===== src/sv/insertion_ordered_set_table_assert.svh =====
// Assertion macros for the insertion-ordered set table.
`ifndef INSERTION_ORDERED_SET_TABLE_ASSERT_SVH
`define INSERTION_ORDERED_SET_TABLE_ASSERT_SVH

`ifndef SYNTHESIS
// Same-cycle implication, checked outside reset
`define IOST_ASSERT_IMP(label, clk, rst, ante, cons, msg) \
   label: assert property (@(posedge clk) disable iff (rst) (ante) |-> (cons)) \
      else $error(msg);
// Next-cycle implication, checked outside reset
`define IOST_ASSERT_NEXT(label, clk, rst, ante, cons, msg) \
   label: assert property (@(posedge clk) disable iff (rst) (ante) |=> (cons)) \
      else $error(msg);
`else
`define IOST_ASSERT_IMP(label, clk, rst, ante, cons, msg)
`define IOST_ASSERT_NEXT(label, clk, rst, ante, cons, msg)
`endif

`endif


===== src/sv/iost_pkg.sv =====
// Shared constants, codes and controller/datapath interface types.
package iost_pkg;

   // Default sizing
   localparam int CAPACITY_DEF   = 16;
   localparam int ELEM_WIDTH_DEF = 32;

   // Fixed port widths
   localparam int ACTION_W    = 3;
   localparam int ELEM_PORT_W = 32;
   localparam int COUNT_W     = 5;
   localparam int STATUS_W    = 2;

   // Request actions
   localparam logic [ACTION_W-1:0] ACT_ADD    = 3'd0;
   localparam logic [ACTION_W-1:0] ACT_REMOVE = 3'd1;
   localparam logic [ACTION_W-1:0] ACT_MEMBER = 3'd2;
   localparam logic [ACTION_W-1:0] ACT_GET    = 3'd3;
   localparam logic [ACTION_W-1:0] ACT_CLEAR  = 3'd4;

   // Response status codes
   localparam logic [STATUS_W-1:0] STAT_OK    = 2'd0;
   localparam logic [STATUS_W-1:0] STAT_FULL  = 2'd1;
   localparam logic [STATUS_W-1:0] STAT_EMPTY = 2'd2;

   // Controller to datapath commands
   typedef struct packed {
      logic load;        // capture the request, reset scan and result
      logic clear_occ;   // empty the set
      logic issue;       // issue the next table read of a scan
      logic shift;       // write back reads one slot lower
      logic set_found;   // element matched
      logic set_full;    // add refused
      logic mark_empty;  // get on empty set
      logic take_first;  // capture entry zero
      logic append;      // write element at the tail
      logic dec_occ;     // one entry removed
      logic rsp_load;    // load the response register
   } dp_cmd_type;

   // Datapath to controller status
   typedef struct packed {
      logic [ACTION_W-1:0] act;
      logic                hit;
      logic                scan_done;
      logic                full;
      logic                occ_zero;
   } dp_sts_type;

endpackage


===== src/sv/iost_ram.sv =====
// Generic single-write, single-read RAM with registered read data.
module iost_ram #(
   parameter int WIDTH = 32,
   parameter int DEPTH = 16,
   localparam int ADDR_W = (DEPTH > 1) ? $clog2(DEPTH) : 1
) (
   input  logic              clock,
   input  logic              wr_en,
   input  logic [ADDR_W-1:0] wr_addr,
   input  logic [WIDTH-1:0]  wr_data,
   input  logic [ADDR_W-1:0] rd_addr,
   output logic [WIDTH-1:0]  rd_data
);

   logic [WIDTH-1:0] mem_ff [DEPTH];
   logic [WIDTH-1:0] rd_data_ff;

   // Write port and registered read port
   always_ff @(posedge clock) begin
      if (wr_en) begin
         mem_ff[wr_addr] <= wr_data;
      end
      rd_data_ff <= mem_ff[rd_addr];
   end

   assign rd_data = rd_data_ff;

endmodule


===== src/sv/iost_ctrl.sv =====
// Controller state machine: sequences search, shift, append, get and response.
module iost_ctrl (
   input  logic                             clock,
   input  logic                             reset,
   input  logic                             req_valid,
   output logic                             req_ready,
   input  logic [iost_pkg::ACTION_W-1:0]    req_action,
   output logic                             rsp_valid,
   input  logic                             rsp_ready,
   input  iost_pkg::dp_sts_type             sts,
   output iost_pkg::dp_cmd_type             cmd
);

   localparam logic [2:0] S_IDLE   = 3'd0;
   localparam logic [2:0] S_SEARCH = 3'd1;
   localparam logic [2:0] S_SHIFT  = 3'd2;
   localparam logic [2:0] S_GET    = 3'd3;
   localparam logic [2:0] S_RESP   = 3'd4;

   logic [2:0] state_ff, state_in;
   logic       rsp_valid_ff, rsp_valid_in;

   // Next state and command decode
   always_comb begin
      state_in  = state_ff;
      cmd       = '0;
      req_ready = 1'b0;
      case (state_ff)
         S_IDLE: begin
            req_ready = 1'b1;
            if (req_valid) begin
               cmd.load = 1'b1;
               case (req_action)
                  iost_pkg::ACT_ADD, iost_pkg::ACT_REMOVE, iost_pkg::ACT_MEMBER: begin
                     state_in = S_SEARCH;
                  end
                  iost_pkg::ACT_GET: begin
                     state_in = S_GET;
                  end
                  iost_pkg::ACT_CLEAR: begin
                     cmd.clear_occ = 1'b1;
                     state_in      = S_RESP;
                  end
                  default: begin
                     state_in = S_RESP;
                  end
               endcase
            end
         end
         S_SEARCH: begin
            cmd.issue = !sts.hit;
            if (sts.hit) begin
               cmd.set_found = 1'b1;
               state_in      = (sts.act == iost_pkg::ACT_REMOVE) ? S_SHIFT : S_RESP;
            end else if (sts.scan_done) begin
               if (sts.act == iost_pkg::ACT_ADD) begin
                  cmd.set_full = sts.full;
                  cmd.append   = !sts.full;
               end
               state_in = S_RESP;
            end
         end
         S_SHIFT: begin
            cmd.issue = 1'b1;
            cmd.shift = 1'b1;
            if (sts.scan_done) begin
               cmd.dec_occ = 1'b1;
               state_in    = S_RESP;
            end
         end
         S_GET: begin
            // entry zero was read while idle
            cmd.mark_empty = sts.occ_zero;
            cmd.take_first = !sts.occ_zero;
            state_in       = S_RESP;
         end
         S_RESP: begin
            if (!rsp_valid_ff || rsp_ready) begin
               cmd.rsp_load = 1'b1;
               state_in     = S_IDLE;
            end
         end
         default: begin
            state_in = S_IDLE;
         end
      endcase
   end

   // Response valid: set on load, dropped when taken
   always_comb begin
      if (cmd.rsp_load) begin
         rsp_valid_in = 1'b1;
      end else if (rsp_ready) begin
         rsp_valid_in = 1'b0;
      end else begin
         rsp_valid_in = rsp_valid_ff;
      end
   end

   always_ff @(posedge clock) begin
      if (reset) begin
         state_ff     <= S_IDLE;
         rsp_valid_ff <= 1'b0;
      end else begin
         state_ff     <= state_in;
         rsp_valid_ff <= rsp_valid_in;
      end
   end

   assign rsp_valid = rsp_valid_ff;

endmodule


===== src/sv/iost_dp.sv =====
// Datapath: request registers, occupancy, scan pipeline, table RAM, response register.
module iost_dp #(
   parameter int CAPACITY   = iost_pkg::CAPACITY_DEF,
   parameter int ELEM_WIDTH = iost_pkg::ELEM_WIDTH_DEF
) (
   input  logic                             clock,
   input  logic                             reset,
   input  logic [iost_pkg::ACTION_W-1:0]    req_action,
   input  logic [iost_pkg::ELEM_PORT_W-1:0] req_elem,
   input  iost_pkg::dp_cmd_type             cmd,
   output iost_pkg::dp_sts_type             sts,
   output logic                             rsp_found,
   output logic [iost_pkg::ELEM_PORT_W-1:0] rsp_first_elem,
   output logic [iost_pkg::COUNT_W-1:0]     rsp_count,
   output logic                             rsp_empty_res,
   output logic [iost_pkg::STATUS_W-1:0]    rsp_status
);

   localparam int ADDR_W = (CAPACITY > 1) ? $clog2(CAPACITY) : 1;
   localparam int OCC_W  = $clog2(CAPACITY + 1);
   localparam int PortW  = iost_pkg::ELEM_PORT_W;
   localparam int CountW = iost_pkg::COUNT_W;
   localparam logic [OCC_W-1:0] OccFull = OCC_W'(CAPACITY);

   // Control state
   logic [OCC_W-1:0]  occ_ff, occ_in;
   logic [OCC_W-1:0]  scan_ff, scan_in;
   logic              pend_ff, pend_in;

   // Payload state
   logic [iost_pkg::ACTION_W-1:0] act_ff, act_in;
   logic [ELEM_WIDTH-1:0]         elem_ff, elem_in;
   logic [ADDR_W-1:0]             pend_idx_ff, pend_idx_in;
   logic                          found_ff, found_in;
   logic [iost_pkg::STATUS_W-1:0] status_ff, status_in;
   logic [ELEM_WIDTH-1:0]         first_ff, first_in;

   // Response register
   logic                          rsp_found_ff;
   logic [PortW-1:0]              rsp_first_ff;
   logic [CountW-1:0]             rsp_count_ff;
   logic                          rsp_empty_ff;
   logic [iost_pkg::STATUS_W-1:0] rsp_status_ff;

   // RAM port signals
   logic                  can_issue;
   logic                  wr_en;
   logic [ADDR_W-1:0]     wr_addr;
   logic [ELEM_WIDTH-1:0] wr_data;
   logic [ADDR_W-1:0]     rd_addr;
   logic [ELEM_WIDTH-1:0] rd_data;

   iost_ram #(
      .WIDTH (ELEM_WIDTH),
      .DEPTH (CAPACITY)
   ) u_table (
      .clock   (clock),
      .wr_en   (wr_en),
      .wr_addr (wr_addr),
      .wr_data (wr_data),
      .rd_addr (rd_addr),
      .rd_data (rd_data)
   );

   // Scan pipeline: one read issued per cycle while cmd.issue is set, below the occupancy
   always_comb begin
      can_issue   = cmd.issue && (scan_ff < occ_ff);
      rd_addr     = can_issue ? scan_ff[ADDR_W-1:0] : '0;
      pend_in     = can_issue;
      pend_idx_in = scan_ff[ADDR_W-1:0];
      if (cmd.load) begin
         scan_in = '0;
      end else if (can_issue) begin
         scan_in = scan_ff + OCC_W'(1);
      end else begin
         scan_in = scan_ff;
      end
   end

   // Table writes: shift an entry down one slot, or append at the tail
   always_comb begin
      wr_en   = 1'b0;
      wr_addr = occ_ff[ADDR_W-1:0];
      wr_data = elem_ff;
      if (cmd.shift && pend_ff) begin
         wr_en   = 1'b1;
         wr_addr = pend_idx_ff - ADDR_W'(1);
         wr_data = rd_data;
      end else if (cmd.append) begin
         wr_en = 1'b1;
      end
   end

   // Occupancy
   always_comb begin
      if (cmd.clear_occ) begin
         occ_in = '0;
      end else if (cmd.append) begin
         occ_in = occ_ff + OCC_W'(1);
      end else if (cmd.dec_occ) begin
         occ_in = occ_ff - OCC_W'(1);
      end else begin
         occ_in = occ_ff;
      end
   end

   // Request capture and per-request result
   always_comb begin
      act_in    = act_ff;
      elem_in   = elem_ff;
      found_in  = found_ff;
      status_in = status_ff;
      first_in  = first_ff;
      if (cmd.load) begin
         act_in    = req_action;
         elem_in   = ELEM_WIDTH'(req_elem);
         found_in  = 1'b0;
         status_in = iost_pkg::STAT_OK;
         first_in  = '0;
      end
      if (cmd.set_found) begin
         found_in = 1'b1;
      end
      if (cmd.set_full) begin
         status_in = iost_pkg::STAT_FULL;
      end
      if (cmd.mark_empty) begin
         status_in = iost_pkg::STAT_EMPTY;
      end
      if (cmd.take_first) begin
         first_in = rd_data;
      end
   end

   always_ff @(posedge clock) begin
      if (reset) begin
         occ_ff  <= '0;
         scan_ff <= '0;
         pend_ff <= 1'b0;
      end else begin
         occ_ff  <= occ_in;
         scan_ff <= scan_in;
         pend_ff <= pend_in;
      end
   end

   always_ff @(posedge clock) begin
      act_ff      <= act_in;
      elem_ff     <= elem_in;
      pend_idx_ff <= pend_idx_in;
      found_ff    <= found_in;
      status_ff   <= status_in;
      first_ff    <= first_in;
      if (cmd.rsp_load) begin
         rsp_found_ff  <= found_ff;
         rsp_first_ff  <= PortW'(first_ff);
         rsp_count_ff  <= CountW'(occ_ff);
         rsp_empty_ff  <= (occ_ff == '0);
         rsp_status_ff <= status_ff;
      end
   end

   // Status to the controller
   always_comb begin
      sts.act       = act_ff;
      sts.hit       = pend_ff && (rd_data == elem_ff);
      sts.scan_done = !pend_ff && (scan_ff >= occ_ff);
      sts.full      = (occ_ff == OccFull);
      sts.occ_zero  = (occ_ff == '0);
   end

   assign rsp_found      = rsp_found_ff;
   assign rsp_first_elem = rsp_first_ff;
   assign rsp_count      = rsp_count_ff;
   assign rsp_empty_res  = rsp_empty_ff;
   assign rsp_status     = rsp_status_ff;

endmodule


===== src/sv/insertion_ordered_set_table.sv =====
// Top level of the insertion-ordered set table (controller, datapath, table RAM).
//
// Requests (req_action, req_elem) enter on a valid/ready channel; each gives
// exactly one response (found, first_elem, count, empty_res, status) on the
// rsp_ valid/ready channel. One request is worked on at a time.
// Add, member and remove search the table from slot zero until a hit or the
// count; a remove hit then shifts the later entries down one slot. Get takes
// entry zero, read while idle; clear and unused actions go straight to the
// response. The single read port of the table RAM sets the pace: the search
// compares one entry per cycle and the shift moves one entry per cycle.
// A new request is taken the cycle after the previous one is loaded into
// the response register, and a stalled receiver holds at most one finished
// response while the next request is worked on.
// Reset (synchronous, active high) empties the set and drops rsp_valid;
// table contents are not cleared and are never read above the count.
// When the receiver stalls the response holds and a finished request
// waits in the controller until the response register frees.
`include "insertion_ordered_set_table_assert.svh"

module insertion_ordered_set_table #(
   parameter int CAPACITY   = iost_pkg::CAPACITY_DEF,
   parameter int ELEM_WIDTH = iost_pkg::ELEM_WIDTH_DEF
) (
   input  logic                             clock,
   input  logic                             reset,
   input  logic                             req_valid,
   output logic                             req_ready,
   input  logic [iost_pkg::ACTION_W-1:0]    req_action,
   input  logic [iost_pkg::ELEM_PORT_W-1:0] req_elem,
   output logic                             rsp_valid,
   input  logic                             rsp_ready,
   output logic                             rsp_found,
   output logic [iost_pkg::ELEM_PORT_W-1:0] rsp_first_elem,
   output logic [iost_pkg::COUNT_W-1:0]     rsp_count,
   output logic                             rsp_empty_res,
   output logic [iost_pkg::STATUS_W-1:0]    rsp_status
);

   localparam int CountW = iost_pkg::COUNT_W;
   localparam logic [CountW-1:0] CapCount = CountW'(CAPACITY);

   iost_pkg::dp_cmd_type cmd;
   iost_pkg::dp_sts_type sts;

   // Shorthand terms for the checks
   logic req_take;
   logic rsp_full_st;
   logic rsp_empty_st;
   logic rsp_hit;
   logic rsp_at_cap;
   logic rsp_ok;
   logic rsp_no_elem;

   iost_ctrl u_ctrl (
      .clock      (clock),
      .reset      (reset),
      .req_valid  (req_valid),
      .req_ready  (req_ready),
      .req_action (req_action),
      .rsp_valid  (rsp_valid),
      .rsp_ready  (rsp_ready),
      .sts        (sts),
      .cmd        (cmd)
   );

   iost_dp #(
      .CAPACITY   (CAPACITY),
      .ELEM_WIDTH (ELEM_WIDTH)
   ) u_dp (
      .clock          (clock),
      .reset          (reset),
      .req_action     (req_action),
      .req_elem       (req_elem),
      .cmd            (cmd),
      .sts            (sts),
      .rsp_found      (rsp_found),
      .rsp_first_elem (rsp_first_elem),
      .rsp_count      (rsp_count),
      .rsp_empty_res  (rsp_empty_res),
      .rsp_status     (rsp_status)
   );

   assign req_take     = req_valid && req_ready;
   assign rsp_full_st  = rsp_valid && (rsp_status == iost_pkg::STAT_FULL);
   assign rsp_empty_st = rsp_valid && (rsp_status == iost_pkg::STAT_EMPTY);
   assign rsp_hit      = rsp_valid && rsp_found;
   assign rsp_at_cap   = (rsp_count == CapCount);
   assign rsp_ok       = (rsp_status == iost_pkg::STAT_OK);
   assign rsp_no_elem  = rsp_empty_res && (rsp_first_elem == '0);

   // One request in flight: no second acceptance right after one
   `IOST_ASSERT_NEXT(a_one_in_flight, clock, reset, req_take, !req_ready, "accepted while busy")
   // A refused add only happens with the table full
   `IOST_ASSERT_IMP(a_full_count, clock, reset, rsp_full_st, rsp_at_cap, "full status, not full")
   // A match never comes with an error status
   `IOST_ASSERT_IMP(a_found_ok, clock, reset, rsp_hit, rsp_ok, "found with error status")
   // Get on an empty set reports an empty set and no element
   `IOST_ASSERT_IMP(a_empty_get, clock, reset, rsp_empty_st, rsp_no_elem, "empty status mismatch")

endmodule


===== config.mk =====
export PLATFORM = sky130hd
export DESIGN_NAME = insertion_ordered_set_table
export DESIGN_NICKNAME = d
export VERILOG_FILES = /design/src/sv/iost_pkg.sv /design/src/sv/iost_ram.sv /design/src/sv/iost_ctrl.sv /design/src/sv/iost_dp.sv /design/src/sv/insertion_ordered_set_table.sv
export VERILOG_INCLUDE_DIRS = /design/src /design/src/sv
export SDC_FILE = /design/constraint.sdc
export NUM_CORES = 1
export LEC_CHECK = 0
export BUFFER_PORTS_ARGS = -buffer_cell sky130_fd_sc_hd__buf_2
export CORE_ASPECT_RATIO = 0.9
export CORE_MARGIN = 2
export CORE_UTILIZATION = 55
export DETAILED_ROUTE_END_ITERATION = 10
export PLACE_DENSITY_LB_ADDON = 0.1
export SYNTH_ARGS = -nofsm -noshare
export SYNTH_HDL_FRONTEND = slang
export SYNTH_SLANG_ARGS = --single-unit
export TNS_END_PERCENT = 50

===== constraint.sdc =====
create_clock -name clock -period 10.08 [get_ports clock]
set_clock_uncertainty 0.05 [all_clocks]
set_input_delay 1.008 -clock clock [delete_from_list [all_inputs] [get_ports clock]]
set_output_delay 1.008 -clock clock [all_outputs]
set_load 0.02 [all_outputs]

==> results.cfg, run 1 <==
[synthesis]
synth_edf_count = 620
ys_async_sr_fraction_pct = 0
ys_warn_count = 0
syn_nets = 1661
postSynthAreaPerCell_sq_um = 16.37
ys_types = 53
synth_area_sq_um = 26370
synth_ff_type = edfxtp_1
yosysSeqAreaShare_pct = 74.71
netlist_instances = 1611
ys_ff_latch = 674

[clocking]
htree_num_levels = 3
cts_tree = done
path_clk_slew_ns = 0.06
cts_resized = 0
postCtsHoldBufs = 0
clkSinkCount = 674
clkLatencyLatePin_ns = 0.61
post-cts-setup-buffer-count = 0
cts_buffers = 67
root_buffer = clkbuf_16
clk_path_buf_depth = 3

[critical_path]
cp.arrival_ns = 5.30
slowest_stage = o31ai_1
path_class = flop to flop
worstPathCellList = xnor2_1 -> nand4_1 -> or4_1 -> o31ai_1 -> a21oi_1 -> nand2_1 -> buf_4 -> a211oi_1 -> o32ai_1
endpoint_kind = flop
crit_path_max_incr_delay_ns = 0.74
critPathLaunchType = flop
crit_required_ns = 10.45
crit_fanout = 23

[layout]
diodes = 0
final_common_cell = edfxtp_1
nNetsFinal = 1730
most-common-layout-cells = edfxtp_1 (620), nand2_1 (109), buf_2 (81)
layoutNonFillerInstCount = 2355
fin_area_sq_um = 29620
areaGrowthSynthToFinish_pct = 12.36
drive_above_1_share_pct = 19.70

[timing]
tns_ns = 0
relSlewSlack_pct = 26.24
setup_viol = 0
finalCritPeriodShare_pct = 48.93
rsz0062_at_grt = false
clock.fmax_ghz = 0.2028
fin_crit_ns = 4.932
hold_viol = 0
drv_slew = 0
worstMarginPinSlew_ns = 1.106

[floorplanning]
die_w_microns = 234.8
die_height_microns = 211.7
dieArea_sq_um = 49710
rows = 76
initial_core_util_pct = 55.34
io-pin-count = 82
core_area_sq_um = 47640

[routing]
wl_per_cell_microns = 29.95
num_vias = 15530
first_pass_iters = 6
wirelength_mm = 70.54
first_iter_violations = 1957
drtAntennaViolNets = 0
drc_errors = 0
avgViaCountPerCell = 6.596

[placed_design]
port_buffers = 81
placed_cell_area_sq_um = 27540
gp_congestion = 0.7980
placed_cells = 2235
dp_hpwl_mm = 36.35

[pwr]
cellLeakagePower_nw = 10.70
ir_drop_mv = 0.1183
power_density_nw_per_um2 = 191.9

[global_routing]
antenna_found_initial = 0
grt_use_total_pct = 28.40
grt_pass1_wl_mm = 102.7
grt_max_degree = 159
grt_pass1_vias = 15150
grt_overflow = 0

[worst_hold_path]
hold_class = flop to flop

[status]
status = complete, no violations

[run]
cap_viol_max_count = 0
[final cells by class]
cell class | instances | area, sq um
Sequential cell | 674 | 19700
Timing Repair Buffer | 119 | 703.2
Inverter | 18 | 67.56
Tap cell | 624 | 780.7
Clock inverter | 23 | 170.2
Fill cell | 3420 | 18020
Multi-Input combinational cell | 800 | 6285
Clock buffer | 97 | 1914
[cell usage after synthesis (32+ instances only)]
library cell / instances / area share [%]
dfxtp_1: 54 / 4.1
o211a_1: 64 / 2.4
nand2_1: 111 / 1.6
edfxtp_1: 620 / 71
and3_1: 33 / 0.78
a21oi_1: 44 / 0.84
nor2_1: 35 / 0.50
mux2i_1: 67 / 2.5
mux2_2: 32 / 1.4
o211ai_1: 32 / 0.91
o221ai_1: 64 / 2.1
o221a_2: 64 / 2.7
a211oi_1: 36 / 1.0
nand3_1: 36 / 0.68
o31ai_1: 33 / 0.94
o32ai_1: 32 / 1.1
clkbuf_1: 96 / 1.4
[metal layers]
metal	GRT usage [%]	vias to the layer above	wire length [microns]
met1	40.52	7905	29720
met3	6.207	153	6147
li1	-	6689	-
met5	0	-	0
met4	10.04	0	2381
met2	43.59	786	32290
[kinds of logic after synthesis]
logic type               synth area share, %
AND/OR/NAND/NOR                        4.489
multiplexers                           3.910
AO/OA/AOI/OAI                          12.79
flip-flops                             74.71
XOR/XNOR                               1.395
adder cells (fa/ha/maj)               0.5505
buffers and inverters                  2.154
[sequential cells by signal (all words and copies together) (netlist names), 4 cells and up]
| register | cells |
|---|---|
| u_dp.elem_ff | 32 |
| u_dp.u_table.mem_ff | 512 |
| u_dp.scan_ff | 5 |
| u_dp.first_ff | 32 |
| u_dp.occ_ff | 5 |
| u_dp.pend_idx_ff | 4 |
| u_dp.u_table.rd_data | 32 |
| u_dp.rsp_first_elem | 32 |
| u_dp.rsp_count | 5 |
[worst max-delay path, delay by kind of cell, from the launching register on]
kind | cells | cell delay (ns)
AOI/OAI and AO/OA | 4 | 1.92
and+or+nand+nor | 3 | 1.46
buffers and inverters | 1 | 0.54
DFF | 1 | 0.41
xor gates and xnor gates | 1 | 0.38
[path summary, 6_finish.rpt]
check,slack (ns),startpoint,to,cells past startpoint
worst min-delay path,0.37,u_dp.first_ff[13]$_SDFFCE_PN0P_,u_dp.rsp_first_elem[13]$_DFFE_PP_,0
worst min register to register,0.37,u_dp.first_ff[13]$_SDFFCE_PN0P_,u_dp.rsp_first_elem[13]$_DFFE_PP_,0
worst max register to register,5.15,u_dp.elem_ff[28]$_DFFE_PP_,u_dp.u_table.rd_data[20]$_DFF_P_,9
worst max-delay path,5.15,u_dp.elem_ff[28]$_DFFE_PP_,u_dp.u_table.rd_data[20]$_DFF_P_,9
[power breakdown]
part	internal, mW	leakage, nW	switching (mW)
clock	1.37	1.02	1.01
sequential	3.11	6.08	0.0212
combinational	0.0355	3.59	0.136
total	4.52	10.7	1.16
[per-stage QoR]
stage          util, %  setup slack, ns  hold WS (ns)  power, mW
3_3_place_gp     57.81            5.460        0.3547      3.356
4_1_cts          62.18            5.324        0.3695      5.714
2_1_floorplan        -            6.145        0.3040      3.280
3_5_place_dp     57.81            5.329        0.3545      3.363
6_report         62.18            5.148        0.3697      5.685
5_1_grt          62.18            5.150        0.3829      5.844
(Power assumes the default switching activity.)
==> run 2: changes to the inputs <==
==> constraint.sdc (replaced) <==
create_clock -name clock -period 4.6 [get_ports clock]
set_clock_uncertainty 0.05 [all_clocks]
set_input_delay 0.46 -clock clock [delete_from_list [all_inputs] [get_ports clock]]
set_output_delay 0.46 -clock clock [all_outputs]
set_load 0.02 [all_outputs]
==> run 2 against run 1 <==
  * Global-route usage down 0.84 points
  * Clock power rose by 120%
  * Hold slack lost 0.35 ns
  * Sequential power is 120% higher
  * First-iteration DRC count fell by 8.6%
  * Count of clock-buffer cells in the layout is 9 higher
  * Critical endpoint is now u_dp.u_table.rd_data[11]$_DFF_P_
  * Largest cell class unchanged
==> results.cfg, run 2 (synthesized netlist as in run 1, its figures left out) <==
[floorplanning]
io-pin-count = 82
core_area_sq_um = 47640
dieArea_sq_um = 49710
die_height_microns = 211.7
initial_core_util_pct = 55.34
rows = 76
die_w_microns = 234.8

[routing]
drtAntennaViolNets = 0
wl_per_cell_microns = 28.68
drc_errors = 0
first_iter_violations = 1789
wirelength_mm = 68.26
first_pass_iters = 7
avgViaCountPerCell = 6.482
num_vias = 15430

[worst_hold_path]
whs_endpoint = u_dp.elem_ff[27]$_DFFE_PP_
hold_class = input port to flop
hold_path_depth = 1
hp-start = req_elem[27]

[layout]
diodes = 0
regArea_sq_um = 19700
largest-register = u_dp.u_table.mem_ff
nFillCells = 3423
most-common-layout-cells = edfxtp_1 (620), nand2_1 (109), buf_2 (81)
nNetsFinal = 1757
multi_input_area_sq_um = 6285
final_common_cell = edfxtp_1
areaGrowthSynthToFinish_pct = 13.24
final_core_util_pct = 62.67
largest_register_ffs = 512
drive_above_1_share_pct = 19.25

[critical_path]
path_class = flop to flop
crit_start = u_dp.u_table.rd_data[17]$_DFF_P_
crit_fanout = 91
rr_worst_depth = 9
endpoint_kind = flop
ff2ff_setup_slack_ns = 0.57
r2r-start = u_dp.u_table.rd_data[17]$_DFF_P_
crit_required_ns = 4.98
r2r-end = u_dp.u_table.rd_data[11]$_DFF_P_
critPathLaunchType = flop
cp.arrival_ns = 4.41

[timing]
hold_viol = 0
drv_slew = 0
relSlewSlack_pct = 22.11
setup_viol = 0
finalCritPeriodShare_pct = 87.61
rsz0062_at_grt = false
fin_crit_ns = 4.030
tns_ns = 0
worstMarginPinSlew_ns = 1.163
clock.fmax_ghz = 0.2481

[placed_design]
port_buffers = 81
gp_congestion = 0.8558
dp_hpwl_mm = 37.00

[clocking]
clk_path_buf_depth = 3
cts_buffers = 68
post-cts-setup-buffer-count = 0
path_clk_slew_ns = 0.06
root_buffer = clkbuf_16
cts_tree = done
clkSinkCount = 674
clkLatencyLatePin_ns = 0.60
htree_num_levels = 3

[global_routing]
grt_pass1_wl_mm = 100.4
grt_max_degree = 125
grt_overflow = 0
antenna_found_initial = 1
grt_pass1_vias = 15060
grt_use_total_pct = 27.56

[status]
status = complete, no violations

[pwr]
p_clk_share_pct = 41.6
power_density_nw_per_um2 = 416.3
ir_drop_mv = 0.2912
pwr-share-seq_pct = 55.2
p_total_mw = 12.43
power_switching_mw = 2.546
sw_frac_of_total_pct = 20.49
combPwrFrac_pct = 3.2
cellLeakagePower_nw = 10.78
p_int_mw = 9.882

[run]
cap_viol_max_count = 0
-- run 2: changes by cell type in the layout (fill, tap and decap cells not counted) --
cell / change
clkinv_2: -8
buf_12: +4
clkbuf_1: +12
inv_6: -1
clkinvlp_4: -1
clkbuf_8: -3
buf_4: +6
dlygate4sd3_1: +16
-- run 2: how the worst max path moves through the flow --
stage,end,slack [ns],depth (start not counted)
finish,u_dp.u_table.rd_data[11]$_DFF_P_,0.57,9
CTS,u_dp.u_table.rd_data[23]$_DFF_P_,0.58,10
floorplan,u_dp.u_table.mem_ff[13][0]$_DFFE_PP_,0.66,7
global placement,u_dp.u_table.rd_data[19]$_DFF_P_,0.60,10
global route,u_dp.u_table.mem_ff[15][4]$_DFFE_PP_,0.37,12
detailed placement,u_dp.u_table.rd_data[23]$_DFF_P_,0.59,10
-- run 2: routing by layer --
layer	share of wire (%)	GRT usage, %	up-vias
li1	-	-	6722
met1	43	40.95	7788
met2	45	41.60	797
met3	9.2	5.281	119
met4	2.6	8.512	2
met5	0.013	0	-
-- run 2: layout make-up --
class / instances / area share (%)
flip-flops and latches: 674 / 65.99
multi-input cells: 800 / 21.05
clock buffers: 106 / 6.424
repair buffers: 145 / 3.311
well taps: 624 / 2.615
clock inverters: 13 / 0.3813
inverters: 18 / 0.2263
-- run 2: worst max-delay path: stages (launching register included) --
cell and delay (ns):
dfxtp_1 0.48, xnor2_1 0.21, nand4_1 0.28, or4_1 0.69
o31a_2 0.45, o21ai_4 0.23, buf_12 0.45, o221ai_1 0.22
o211a_1 0.20, o32ai_1 0.50
-- run 2: timing repair --
action / 4_1_cts / 5_1_grt
hold buffers: 16 / 0
endpoints found under the hold margin: 16 / 0
resized for setup: 0 / 0
-- run 2: power groups by stage --
stage / logic, mW / clock network (mW) / registers, mW
floorplan: 0.184 / 0 / 7.00
global placement: 0.371 / 0 / 6.99
detailed placement: 0.381 / 0 / 6.99
CTS: 0.393 / 5.23 / 6.86
global route: 0.424 / 5.48 / 6.87
finish: 0.395 / 5.17 / 6.86
-- run 2: through the flow --
step,area (sq um),hold WS [ns],setup WS (ns),std cells
global route,29860,0.0005532,0.3688,2380
global placement,27670,0.3489,0.6004,2245
detailed placement,27670,0.3537,0.5897,2245
CTS,29860,0.004413,0.5806,2380
floorplan,26370,0.3040,0.6646,1611
finish,29860,0.02019,0.5701,2380
